[config.mk]
export PLATFORM = sky130hd
export DESIGN_NAME = digest_to_base31_digits_flat
export DESIGN_NICKNAME = d
export VERILOG_FILES = /design/src/design/d31_pkg.sv /design/src/design/d31_in_if.sv /design/src/design/d31_out_if.sv /design/src/design/d31_div.sv /design/src/design/digest_to_base31_digits.sv /design/src/flat_wrapper.sv
export VERILOG_INCLUDE_DIRS = /design/src /design/src/design
export SDC_FILE = /design/constraint.sdc
export NUM_CORES = 1
export LEC_CHECK = 0
export BUFFER_PORTS_ARGS = -buffer_cell sky130_fd_sc_hd__buf_2
export CORE_ASPECT_RATIO = 1.2
export CORE_MARGIN = 2
export CORE_UTILIZATION = 45
export CTS_CLUSTER_SIZE = 14
export DETAILED_ROUTE_END_ITERATION = 8
export PLACE_DENSITY = 0.66
export SLEW_MARGIN = 20
export SYNTH_ARGS = -nofsm -noshare
export SYNTH_HDL_FRONTEND = slang
export SYNTH_SLANG_ARGS = --single-unit
[constraint.sdc]
create_clock -name clk_i -period 13.95 [get_ports clk_i]
set_input_delay 0.6975 -clock clk_i [delete_from_list [all_inputs] [get_ports clk_i]]
set_output_delay 0.6975 -clock clk_i [all_outputs]
set_load 0.01 [all_outputs]
[src/design/assert_macros.svh]
`ifndef ASSERT_MACROS_SVH
`define ASSERT_MACROS_SVH

// Concurrent check, sampled on clk, off while rst_n is low.
`define ASSERT_AT(label, clk, rst_n, prop, msg) \
  label: assert property (@(posedge clk) disable iff (!rst_n) prop) else $error(msg);

// Condition that must never hold outside reset.
`define ASSERT_NEVER(label, clk, rst_n, cond, msg) \
  label: assert property (@(posedge clk) disable iff (!rst_n) !(cond)) else $error(msg);

`endif

[src/design/d31_pkg.sv]
package d31_pkg;

  localparam int unsigned MaxDigits = 255;
  localparam int unsigned Radix     = 31;
  // floor(2^24 / 31): quotient estimate is at most one low
  localparam int unsigned Recip     = 541200;
  localparam int unsigned RecipShift = 24;

  localparam logic [1:0] DigitCountAddr = 2'd0;

  typedef enum logic [2:0] {
    StFetch = 3'd0,
    StLoad  = 3'd1,
    StMul   = 3'd2,
    StRem   = 3'd3,
    StQuo   = 3'd4,
    StNibLo = 3'd5,
    StNibHi = 3'd6
  } step_e;

  typedef enum logic [2:0] {
    UopNop,
    UopLoad,
    UopMul,
    UopEmitRem,
    UopEmitQuo,
    UopEmitLo,
    UopEmitHi
  } uop_e;

  typedef enum logic [2:0] {
    CondNone,
    CondWaitIn,
    CondDispatch,
    CondLoop,
    CondLastDigit
  } cond_e;

  typedef struct packed {
    logic  in_ready;
    uop_e  op;
    cond_e cond;
    step_e next;
    step_e alt;
  } ucode_t;

  function automatic ucode_t ucode_rom(step_e pc);
    ucode_t w;
    w = '{in_ready: 1'b0, op: UopNop, cond: CondNone, next: StFetch, alt: StFetch};
    case (pc)
      StFetch: w = '{1'b1, UopNop,     CondWaitIn,    StLoad,  StFetch};
      StLoad:  w = '{1'b0, UopLoad,    CondDispatch,  StFetch, StFetch};
      StMul:   w = '{1'b0, UopMul,     CondNone,      StRem,   StRem};
      StRem:   w = '{1'b0, UopEmitRem, CondLoop,      StQuo,   StMul};
      StQuo:   w = '{1'b0, UopEmitQuo, CondNone,      StFetch, StFetch};
      StNibLo: w = '{1'b0, UopEmitLo,  CondLastDigit, StNibHi, StFetch};
      StNibHi: w = '{1'b0, UopEmitHi,  CondNone,      StFetch, StFetch};
      default: w = '{1'b0, UopNop,     CondNone,      StFetch, StFetch};
    endcase
    return w;
  endfunction

endpackage

[src/design/d31_in_if.sv]
interface d31_in_if;
  logic       valid;
  logic       ready;
  logic [7:0] digest_byte;
  logic       start_req;

  modport source (output valid, output digest_byte, output start_req, input ready);
  modport sink (input valid, input digest_byte, input start_req, output ready);
endinterface

[src/design/d31_out_if.sv]
interface d31_out_if;
  logic       valid;
  logic       ready;
  logic [4:0] digit;
  logic       last_of_item;
  logic       last_of_vector;

  modport source (output valid, output digit, output last_of_item, output last_of_vector,
                  input ready);
  modport sink (input valid, input digit, input last_of_item, input last_of_vector,
                output ready);
endinterface

[src/design/d31_div.sv]
module d31_div
  import d31_pkg::*;
(
  input  logic        clk_i,
  input  logic        en_i,
  input  logic [23:0] w_i,
  output logic [19:0] q_o,
  output logic [4:0]  r_o
);

  logic [43:0] prod;
  logic [19:0] q_est_q;
  logic [25:0] rem_full;
  logic [5:0]  r_est;

  assign prod = 44'(w_i) * 44'(Recip);

  always_ff @(posedge clk_i) begin
    if (en_i) begin
      q_est_q <= prod[RecipShift +: 20];
    end
  end

  // w - 31*q = w - 32*q + q
  assign rem_full = {2'b0, w_i} - {1'b0, q_est_q, 5'b0} + {6'b0, q_est_q};
  assign r_est    = rem_full[5:0];

  always_comb begin
    if (r_est >= 6'(Radix)) begin
      q_o = q_est_q + 20'd1;
      r_o = 5'(r_est - 6'(Radix));
    end else begin
      q_o = q_est_q;
      r_o = r_est[4:0];
    end
  end

endmodule

[src/design/digest_to_base31_digits.sv]
// channel | dir | handshake   | payload
// in_i    | in  | valid/ready | digest_byte[7:0], start_req
// out_o   | out | valid/ready | digit[4:0], last_of_item, last_of_vector
// cfg     | in  | APB write   | digit_count[7:0] at byte address 0
//
// A byte that gives no digit, or only collects into a group, passes the fetch and load steps.
// Nibble bytes add one or two emit steps; the third byte of a group runs four multiply and
// remainder step pairs through the shared reciprocal divide unit, then one quotient step.
// Output stall holds the sequencer at its emit step; one digit waits in the
// output register. Reset is asynchronous and clears all counts and the sequencer.
`include "assert_macros.svh"

module digest_to_base31_digits
  import d31_pkg::*;
(
  input  logic        clk_i,
  input  logic        rst_ni,
  d31_in_if.sink      in_i,
  d31_out_if.source   out_o,
  input  logic        psel,
  input  logic        penable,
  input  logic        pwrite,
  input  logic [1:0]  paddr,
  input  logic [31:0] pwdata,
  output logic [31:0] prdata,
  output logic        pready
);

  step_e       pc_q, pc_d;
  ucode_t      uw;
  logic [7:0]  count_q;
  logic [7:0]  dl_q, dl_d;
  logic [15:0] store_q, store_d;
  logic [1:0]  pos_q, pos_d;
  logic [1:0]  cnt_q, cnt_d;
  logic [7:0]  byte_q;
  logic        start_q;
  logic [23:0] w_q, w_d;
  logic        ov_q, ov_d;
  logic [4:0]  digit_q, digit_d;
  logic        lit_q, lit_d;
  logic        lvec_q, lvec_d;
  logic        accept, out_free, emit, stall;
  logic [7:0]  dl_clamp, dl_eff;
  logic [1:0]  pos_eff;
  logic [16:0] lim;
  logic [19:0] div_q;
  logic [4:0]  div_r;

  assign uw       = ucode_rom(pc_q);
  assign accept   = in_i.valid && in_i.ready;
  assign out_free = !ov_q || out_o.ready;
  assign emit     = (uw.op == UopEmitRem) || (uw.op == UopEmitQuo) ||
                    (uw.op == UopEmitLo) || (uw.op == UopEmitHi);
  assign stall    = emit && !out_free;

  assign in_i.ready           = uw.in_ready;
  assign out_o.valid          = ov_q;
  assign out_o.digit          = digit_q;
  assign out_o.last_of_item   = lit_q;
  assign out_o.last_of_vector = lvec_q;

  assign pready = 1'b1;
  assign prdata = {24'b0, count_q};

  assign lim      = 17'(MaxDigits);
  assign dl_clamp = ({9'b0, count_q} > lim) ? lim[7:0] : count_q;
  assign dl_eff   = start_q ? dl_clamp : dl_q;
  assign pos_eff  = start_q ? 2'd0 : pos_q;

  d31_div u_div (
    .clk_i (clk_i),
    .en_i  (uw.op == UopMul),
    .w_i   (w_q),
    .q_o   (div_q),
    .r_o   (div_r)
  );

  always_comb begin
    pc_d    = uw.next;
    dl_d    = dl_q;
    store_d = store_q;
    pos_d   = pos_q;
    cnt_d   = cnt_q;
    w_d     = w_q;
    ov_d    = ov_q && !out_o.ready;
    digit_d = digit_q;
    lit_d   = lit_q;
    lvec_d  = lvec_q;

    case (uw.cond)
      CondWaitIn:    pc_d = accept ? uw.next : uw.alt;
      CondLoop:      pc_d = (cnt_q == 2'd3) ? uw.next : uw.alt;
      CondLastDigit: pc_d = (dl_q == 8'd1) ? uw.alt : uw.next;
      CondDispatch: begin
        if (dl_eff == 8'd0) begin
          pc_d = StFetch;
        end else if (dl_eff > 8'd4) begin
          pc_d = (pos_eff == 2'd2) ? StMul : StFetch;
        end else begin
          pc_d = StNibLo;
        end
      end
      default: pc_d = uw.next;
    endcase

    case (uw.op)
      UopLoad: begin
        if (start_q) begin
          dl_d    = dl_clamp;
          store_d = '0;
          pos_d   = '0;
        end
        if (dl_eff > 8'd4) begin
          if (pos_eff == 2'd0) begin
            store_d[7:0] = byte_q;
            pos_d        = 2'd1;
          end else if (pos_eff == 2'd1) begin
            store_d[15:8] = byte_q;
            pos_d         = 2'd2;
          end else begin
            w_d   = {byte_q, store_q};
            cnt_d = '0;
          end
        end
      end
      UopEmitRem: begin
        digit_d = div_r;
        lit_d   = 1'b0;
        w_d     = {4'b0, div_q};
        cnt_d   = cnt_q + 2'd1;
      end
      UopEmitQuo: begin
        digit_d = w_q[4:0];
        lit_d   = 1'b1;
        store_d = '0;
        pos_d   = '0;
      end
      UopEmitLo: begin
        digit_d = {1'b0, byte_q[3:0]};
        lit_d   = (dl_q == 8'd1);
      end
      UopEmitHi: begin
        digit_d = {1'b0, byte_q[7:4]};
        lit_d   = 1'b1;
      end
      default: ;
    endcase

    if (emit) begin
      ov_d   = 1'b1;
      lvec_d = (dl_q == 8'd1);
      dl_d   = dl_q - 8'd1;
    end

    if (stall) begin
      pc_d    = pc_q;
      dl_d    = dl_q;
      store_d = store_q;
      pos_d   = pos_q;
      cnt_d   = cnt_q;
      w_d     = w_q;
      ov_d    = ov_q;
      digit_d = digit_q;
      lit_d   = lit_q;
      lvec_d  = lvec_q;
    end
  end

  always_ff @(posedge clk_i or negedge rst_ni) begin
    if (!rst_ni) begin
      pc_q    <= StFetch;
      count_q <= '0;
      dl_q    <= '0;
      store_q <= '0;
      pos_q   <= '0;
      cnt_q   <= '0;
      ov_q    <= 1'b0;
    end else begin
      pc_q    <= pc_d;
      dl_q    <= dl_d;
      store_q <= store_d;
      pos_q   <= pos_d;
      cnt_q   <= cnt_d;
      ov_q    <= ov_d;
      if (psel && penable && pwrite && pready && paddr == DigitCountAddr) begin
        count_q <= pwdata[7:0];
      end
    end
  end

  always_ff @(posedge clk_i) begin
    if (accept) begin
      byte_q  <= in_i.digest_byte;
      start_q <= in_i.start_req;
    end
    w_q     <= w_d;
    digit_q <= digit_d;
    lit_q   <= lit_d;
    lvec_q  <= lvec_d;
  end

  `ASSERT_AT(a_dl_no_grow, clk_i, rst_ni, (pc_q != StLoad) |=> (dl_q <= $past(dl_q)), "digit count grew outside load")
  `ASSERT_NEVER(a_pos_range, clk_i, rst_ni, pos_q == 2'd3, "group position out of range")
  `ASSERT_AT(a_digit_range, clk_i, rst_ni, ov_q |-> (digit_q <= 5'd30), "digit not below radix")
  `ASSERT_AT(a_quo_after_loop, clk_i, rst_ni, (pc_q == StQuo) |-> (cnt_q == 2'd0), "quotient step before four remainders")

endmodule

[src/flat_wrapper.sv]
// flat-port wrapper written by rule: the top's interface ports become plain ports
module digest_to_base31_digits_flat import d31_pkg::*;
  (clk_i, rst_ni, psel, penable, pwrite, paddr, pwdata, prdata, pready, in_i_valid, in_i_digest_byte, in_i_start_req, in_i_ready, out_o_valid, out_o_digit, out_o_last_of_item, out_o_last_of_vector, out_o_ready);
  d31_in_if in_i_i ();
  d31_out_if out_o_i ();
  input  logic clk_i;
  input  logic rst_ni;
  input  logic psel;
  input  logic penable;
  input  logic pwrite;
  input  logic [1:0] paddr;
  input  logic [31:0] pwdata;
  output logic [31:0] prdata;
  output logic pready;
  input wire logic [$bits(in_i_i.valid)-1:0] in_i_valid;
  input wire logic [$bits(in_i_i.digest_byte)-1:0] in_i_digest_byte;
  input wire logic [$bits(in_i_i.start_req)-1:0] in_i_start_req;
  output wire logic [$bits(in_i_i.ready)-1:0] in_i_ready;
  output wire logic [$bits(out_o_i.valid)-1:0] out_o_valid;
  output wire logic [$bits(out_o_i.digit)-1:0] out_o_digit;
  output wire logic [$bits(out_o_i.last_of_item)-1:0] out_o_last_of_item;
  output wire logic [$bits(out_o_i.last_of_vector)-1:0] out_o_last_of_vector;
  input wire logic [$bits(out_o_i.ready)-1:0] out_o_ready;
  assign in_i_i.valid = in_i_valid;
  assign in_i_i.digest_byte = in_i_digest_byte;
  assign in_i_i.start_req = in_i_start_req;
  assign in_i_ready = in_i_i.ready;
  assign out_o_valid = out_o_i.valid;
  assign out_o_digit = out_o_i.digit;
  assign out_o_last_of_item = out_o_i.last_of_item;
  assign out_o_last_of_vector = out_o_i.last_of_vector;
  assign out_o_i.ready = out_o_ready;
  digest_to_base31_digits u_core (.clk_i(clk_i), .rst_ni(rst_ni), .in_i(in_i_i), .out_o(out_o_i), .psel(psel), .penable(penable), .pwrite(pwrite), .paddr(paddr), .pwdata(pwdata), .prdata(prdata), .pready(pready));
endmodule
After elaboration in Yosys (flattened, before gate mapping):

Index checks and enable logic that the tools add are counted.

* register bits: 100
* bits of input ports: 50
* logic and storage cells: 113

* add/sub/neg operators: 6
* multipliers: 1
* order comparisons: 3
* multiplexer cells: 36
* reductions and logical operators: 29
* bitwise operators: 1
* equal/unequal tests: 23

Operators with widths (number)
* $pmux W13 S7: 1
* $mux W24: 3
* $mux W8: 7
* $pmux W24 S2: 1
* $mul A24 B16 Y40 const B: 1
* $mux W16: 2
* $pmux W16 S2: 1
* $eq A3 B3 Y1 const B: 7
* $add A20 B1 Y20 const B: 1
* $mux W20: 1
* $pmux W5 S4: 1
* $eq A3 B2 Y1 const B: 6
* $mux W2: 8
* $mux W3: 5
* $pmux W3 S4: 1
* $reduce_and A2 Y1: 5
* $eq A3 B1 Y1 const B: 3
* $eq A8 B1 Y1 const B: 1
* $gt A8 B3 Y1 const B: 1
* $gt A8 B8 Y1 const B: 1
* $logic_not A8 Y1: 1
* $pmux W2 S2: 2
* $sub A8 B1 Y8 const B: 1
* $add A6 B6 Y6: 1
* other kinds (22): 37

Longest topological paths before layout:

* depth in word-level cells: 9
* mapped depth: 15
* mapped depth without buffers: 15

Cells and area by module:

From an unflattened synthesis, not the netlist that was laid out.

* cells, all modules: 844
* area total of the unflattened synthesis: 8453.1 um2

Modules (own cells, without submodules)
* d31_div: cells an instance 470, times used 1, sequential area each 600.6 um2, area each 4508.1 um2
* digest_to_base31_digits: cells an instance 374, times used 1, sequential area each 2202.1 um2, area each 3945.0 um2

Worst setup path after synthesis:

No wires, ideal clock.

* kind: reg-to-reg
* from: reg u_core.w_q[12]
* to: reg u_core.u_div.q_est_q[16] (data pin)
* period minus slack after synthesis: 4446 ps
* arrival: 4179 ps
* slack: 9504 ps
* data required time: 13683 ps
* stages on the path, launching flop included: 16
* path buffers: 0
* cell sequence: edfxtp_1 ha_1 ha_1 fa_1 inv_1 fa_1 inv_1 ha_1 ha_1 nand4_2 nor3_1 a221o_1 or3_4 o21ai_0 mux2i_1 o211ai_1

* cells in the longest elaborated chain, start to end: 1

RTL lines
* from (decl): RTL line digest_to_base31_digits.sv:38 `logic [23:0] w_q, w_d;`
* from (signal assigned): RTL line digest_to_base31_digits.sv:197 `w_q <= w_d;`
* $mul A24 B16 Y40: RTL line d31_div.sv:16 `assign prod = 44'(w_i) * 44'(Recip);`
* net u_core.u_div.prod[40]: RTL line d31_div.sv:11 `logic [43:0] prod;`
* to (signal assigned): RTL line d31_div.sv:20 `q_est_q <= prod[RecipShift +: 20];`
* to (decl): RTL line d31_div.sv:12 `logic [19:0] q_est_q;`

The timed path passes the listed nets, and every way through them passes these cells.
A chain may end at the register's enable or synchronous reset.

Final worst setup path:

Same ends and word-level chain as after synthesis.

==> metrics <==
outcome=finished, final reports clean; Yosys reg bits=100; dpl ws=~8900 ps; Num Clock Sinks=100; cell with the most instances after synthesis=ha_1; CTS resizes=0; endpoint class of the critical path=register; critical path depth in cells=15; Final setup violation count=0; Fin Clk Skew=between 7 and 8 ps; Worst Path Required=around 14,000 ps; Final Max Tran Viols=0; vias in the first global route=6,291; htree depth=3; FP Rows=55; Max clock buf depth=2; Placed Area=~8900 µm²; Worst Hold Class=in2async; CP Max Fanout=5; Worst R2R Start=u_core.w_q[12]$_DFFE_PP_; Worst Setup Slack, final=8850 ps; routability cong.=around 0.89; Crit path arrival time=5190 ps; HPWL Detailed=approximately 15,000 µm; die width=129 µm; Synth Flop Type=edfxtp_1; family with the most delay on the worst path=adder cells; Layout Nets=approximately 1,100; worst r2r dst=u_core.u_div.q_est_q[16]$_DFFE_PN_; fin crit period=approximately 5100 ps; worst-path cell chain=ha_1, ha_1, fa_1, inv_1, fa_1, inv_1, ha_1, ha_1, nand4_2, or4_1, a311oi_1, or3_4, o21ai_0, mux2i_1, o211ai_1; 1st-iter DRT viols=317; Crit path top cell by count=ha_1; Worst Tran Pin Value=around 1100 ps; Core ar.=~19,000 µm²; post-route cell area=9170 µm²; synth unique cells=67; crit share post-route=36.6%; initial antenna violation count=0; Fill cells=roughly 1,800; Reg area=approximately 2800 µm²; Post-Synthesis Cells=850; setup bufs post-CTS=0; All-Layer GR Usage=between 10% and 20%; R2R depth=15; synth warn=0; synth top area cells=edfxtp_1, ha_1, dfrtp_1; Via density=about 5.5; footprint of the multi-input gates=5210 µm²; Fin Setup TNS=0 ps; Clk Latency, worst-skew pair=350 ps; CTS tree=done; startpoint types=register; synthesis-to-finish area growth=8.13%; Slowest-stage cell, CP=or4_1; Yosys top cell by area=edfxtp_1; RSZ-0062 raised after global routing=no; Seq/Total Area, Yosys=between 30% and 40%; Buffers on Ports=42; total gr overflow=0; Hold-fix buffers, CTS=0; largest net degree at the start of global routing=41; critical path's largest stage delay=570 ps; commonest cells in the netlist=ha_1, inv_1, nand2_1; routed wire length per instance=around 17 µm; Fmax=196 MHz; Setup CP Type=reg2reg; Top Ports=between 90 and 100; Post-DRT Antenna Nets=0; share of post-route cells with drive strength above 1=under 10%; starting density of the core=45.5%; Slew headroom=about 28%; Die H=approximately 150 µm; DRT Wirelength=18,900 µm; Async S/R FF share, synth=roughly 40%; total CTS buffers=9; Antenna Cells=0; final hold vios=0; final core occ=approximately 49%; die area=around 20,000 µm²; Critical Path Start=u_core.w_q[12]$_DFFE_PP_; CP endpoint=u_core.u_div.q_est_q[16]$_DFFE_PN_; clock slew at reported path FFs=70 ps; Post-Syn Area=8480 µm²; drt pass-1 iters=4; drt drc=0; Max-cap violations=0; global-route wire length before repair=30,900 µm; CP Buf/Inv Count=2; setup slack, reg-to-reg=about 8800 ps; Mapped Avg Cell Area=9.98 µm²; share of Yosys cell area claimed by the top area cell type=21.2%; root buf cell=clkbuf_16; via count=roughly 6,300; EDFF count, synth=60
[per-layer routing]
metal	wire length, µm	GRT usage, %	vias to the layer above
met5	0	0	-
met4	371	6.16	0
met3	513	2.28	27
met2	9500	34.6	134
met1	8530	25.0	3059
li1	-	-	3102
[cells in the final DEF (no fill, tap or decap), types with 11 or more instances in the layout]
cell type,n
fa_1,23
nor3_1,12
xor2_1,28
o2111ai_1,14
and3_1,11
conb_1,25
buf_2,42
xnor2_1,17
nor2b_1,12
o21ai_0,55
a21oi_1,51
ha_1,140
dfrtp_1,40
nor2_1,37
edfxtp_1,60
nand2_1,70
inv_1,76
a22o_1,16
[cell families (layout without fill, tap and decap cells)]
family	count (synthesis)	count (layout)	share of synthesized area, %
buf+inv	122	138	6.58
flops	100	100	33.0
fa+ha+maj	163	163	26.1
other cells	2	25	0.0885
simple gates	196	196	11.8
compound gates	206	206	15.8
xor+xnor	45	45	4.65
mux	16	16	2.02
[flip-flops by register name, indices dropped and copies added, names as in the netlist]
register,cells
u_core.store_q,16
u_core.start_q,1
u_core.count_q,8
u_core.pos_q,2
u_core.u_div.q_est_q,20
u_core.out_o.digit,5
u_core.out_o.valid,1
u_core.cnt_q,2
u_core.out_o.last_of_item,1
u_core.pc_q,3
u_core.w_q,24
u_core.out_o.last_of_vector,1
u_core.dl_q,8
u_core.byte_q,8
[area by class of cell]
class,instances,area share (%)
multi-input cells,651,56.8
flip-flops and latches,100,30.6
well taps,256,3.49
inverters,76,3.11
repair buffers,46,2.62
clock buffers,9,2.46
clock inverters,7,0.955
[worst min path at each step]
stage                     slack (ps)                   startpoint                          end
final                            480                       rst_ni   u_core.dl_q[7]$_DFFE_PN0P_
after global routing             520          in_i_digest_byte[6]   u_core.byte_q[6]$_DFFE_PP_
after global placement           470  u_core.pos_q[0]$_DFFE_PN0P_  u_core.pos_q[0]$_DFFE_PN0P_
after floorplan                  400                       rst_ni  u_core.cnt_q[0]$_DFFE_PN0P_
after detailed placement         480  u_core.pos_q[0]$_DFFE_PN0P_  u_core.pos_q[0]$_DFFE_PN0P_
after CTS                        490  u_core.pos_q[0]$_DFFE_PN0P_  u_core.pos_q[0]$_DFFE_PN0P_
[per-stage QoR]
| step | std cells | hold slack, ps |
|---|---|---|
| global route | 1145 | 516 |
| global placement | 1129 | 466 |
| detailed placement | 1129 | 476 |
| CTS | 1145 | 493 |
| floorplan | 873 | 402 |
| finish | 1145 | 484 |
Power is left out: the tool's default activity adds up to more than one toggle a clock period on the data nets, which glitch-free logic cannot reach.
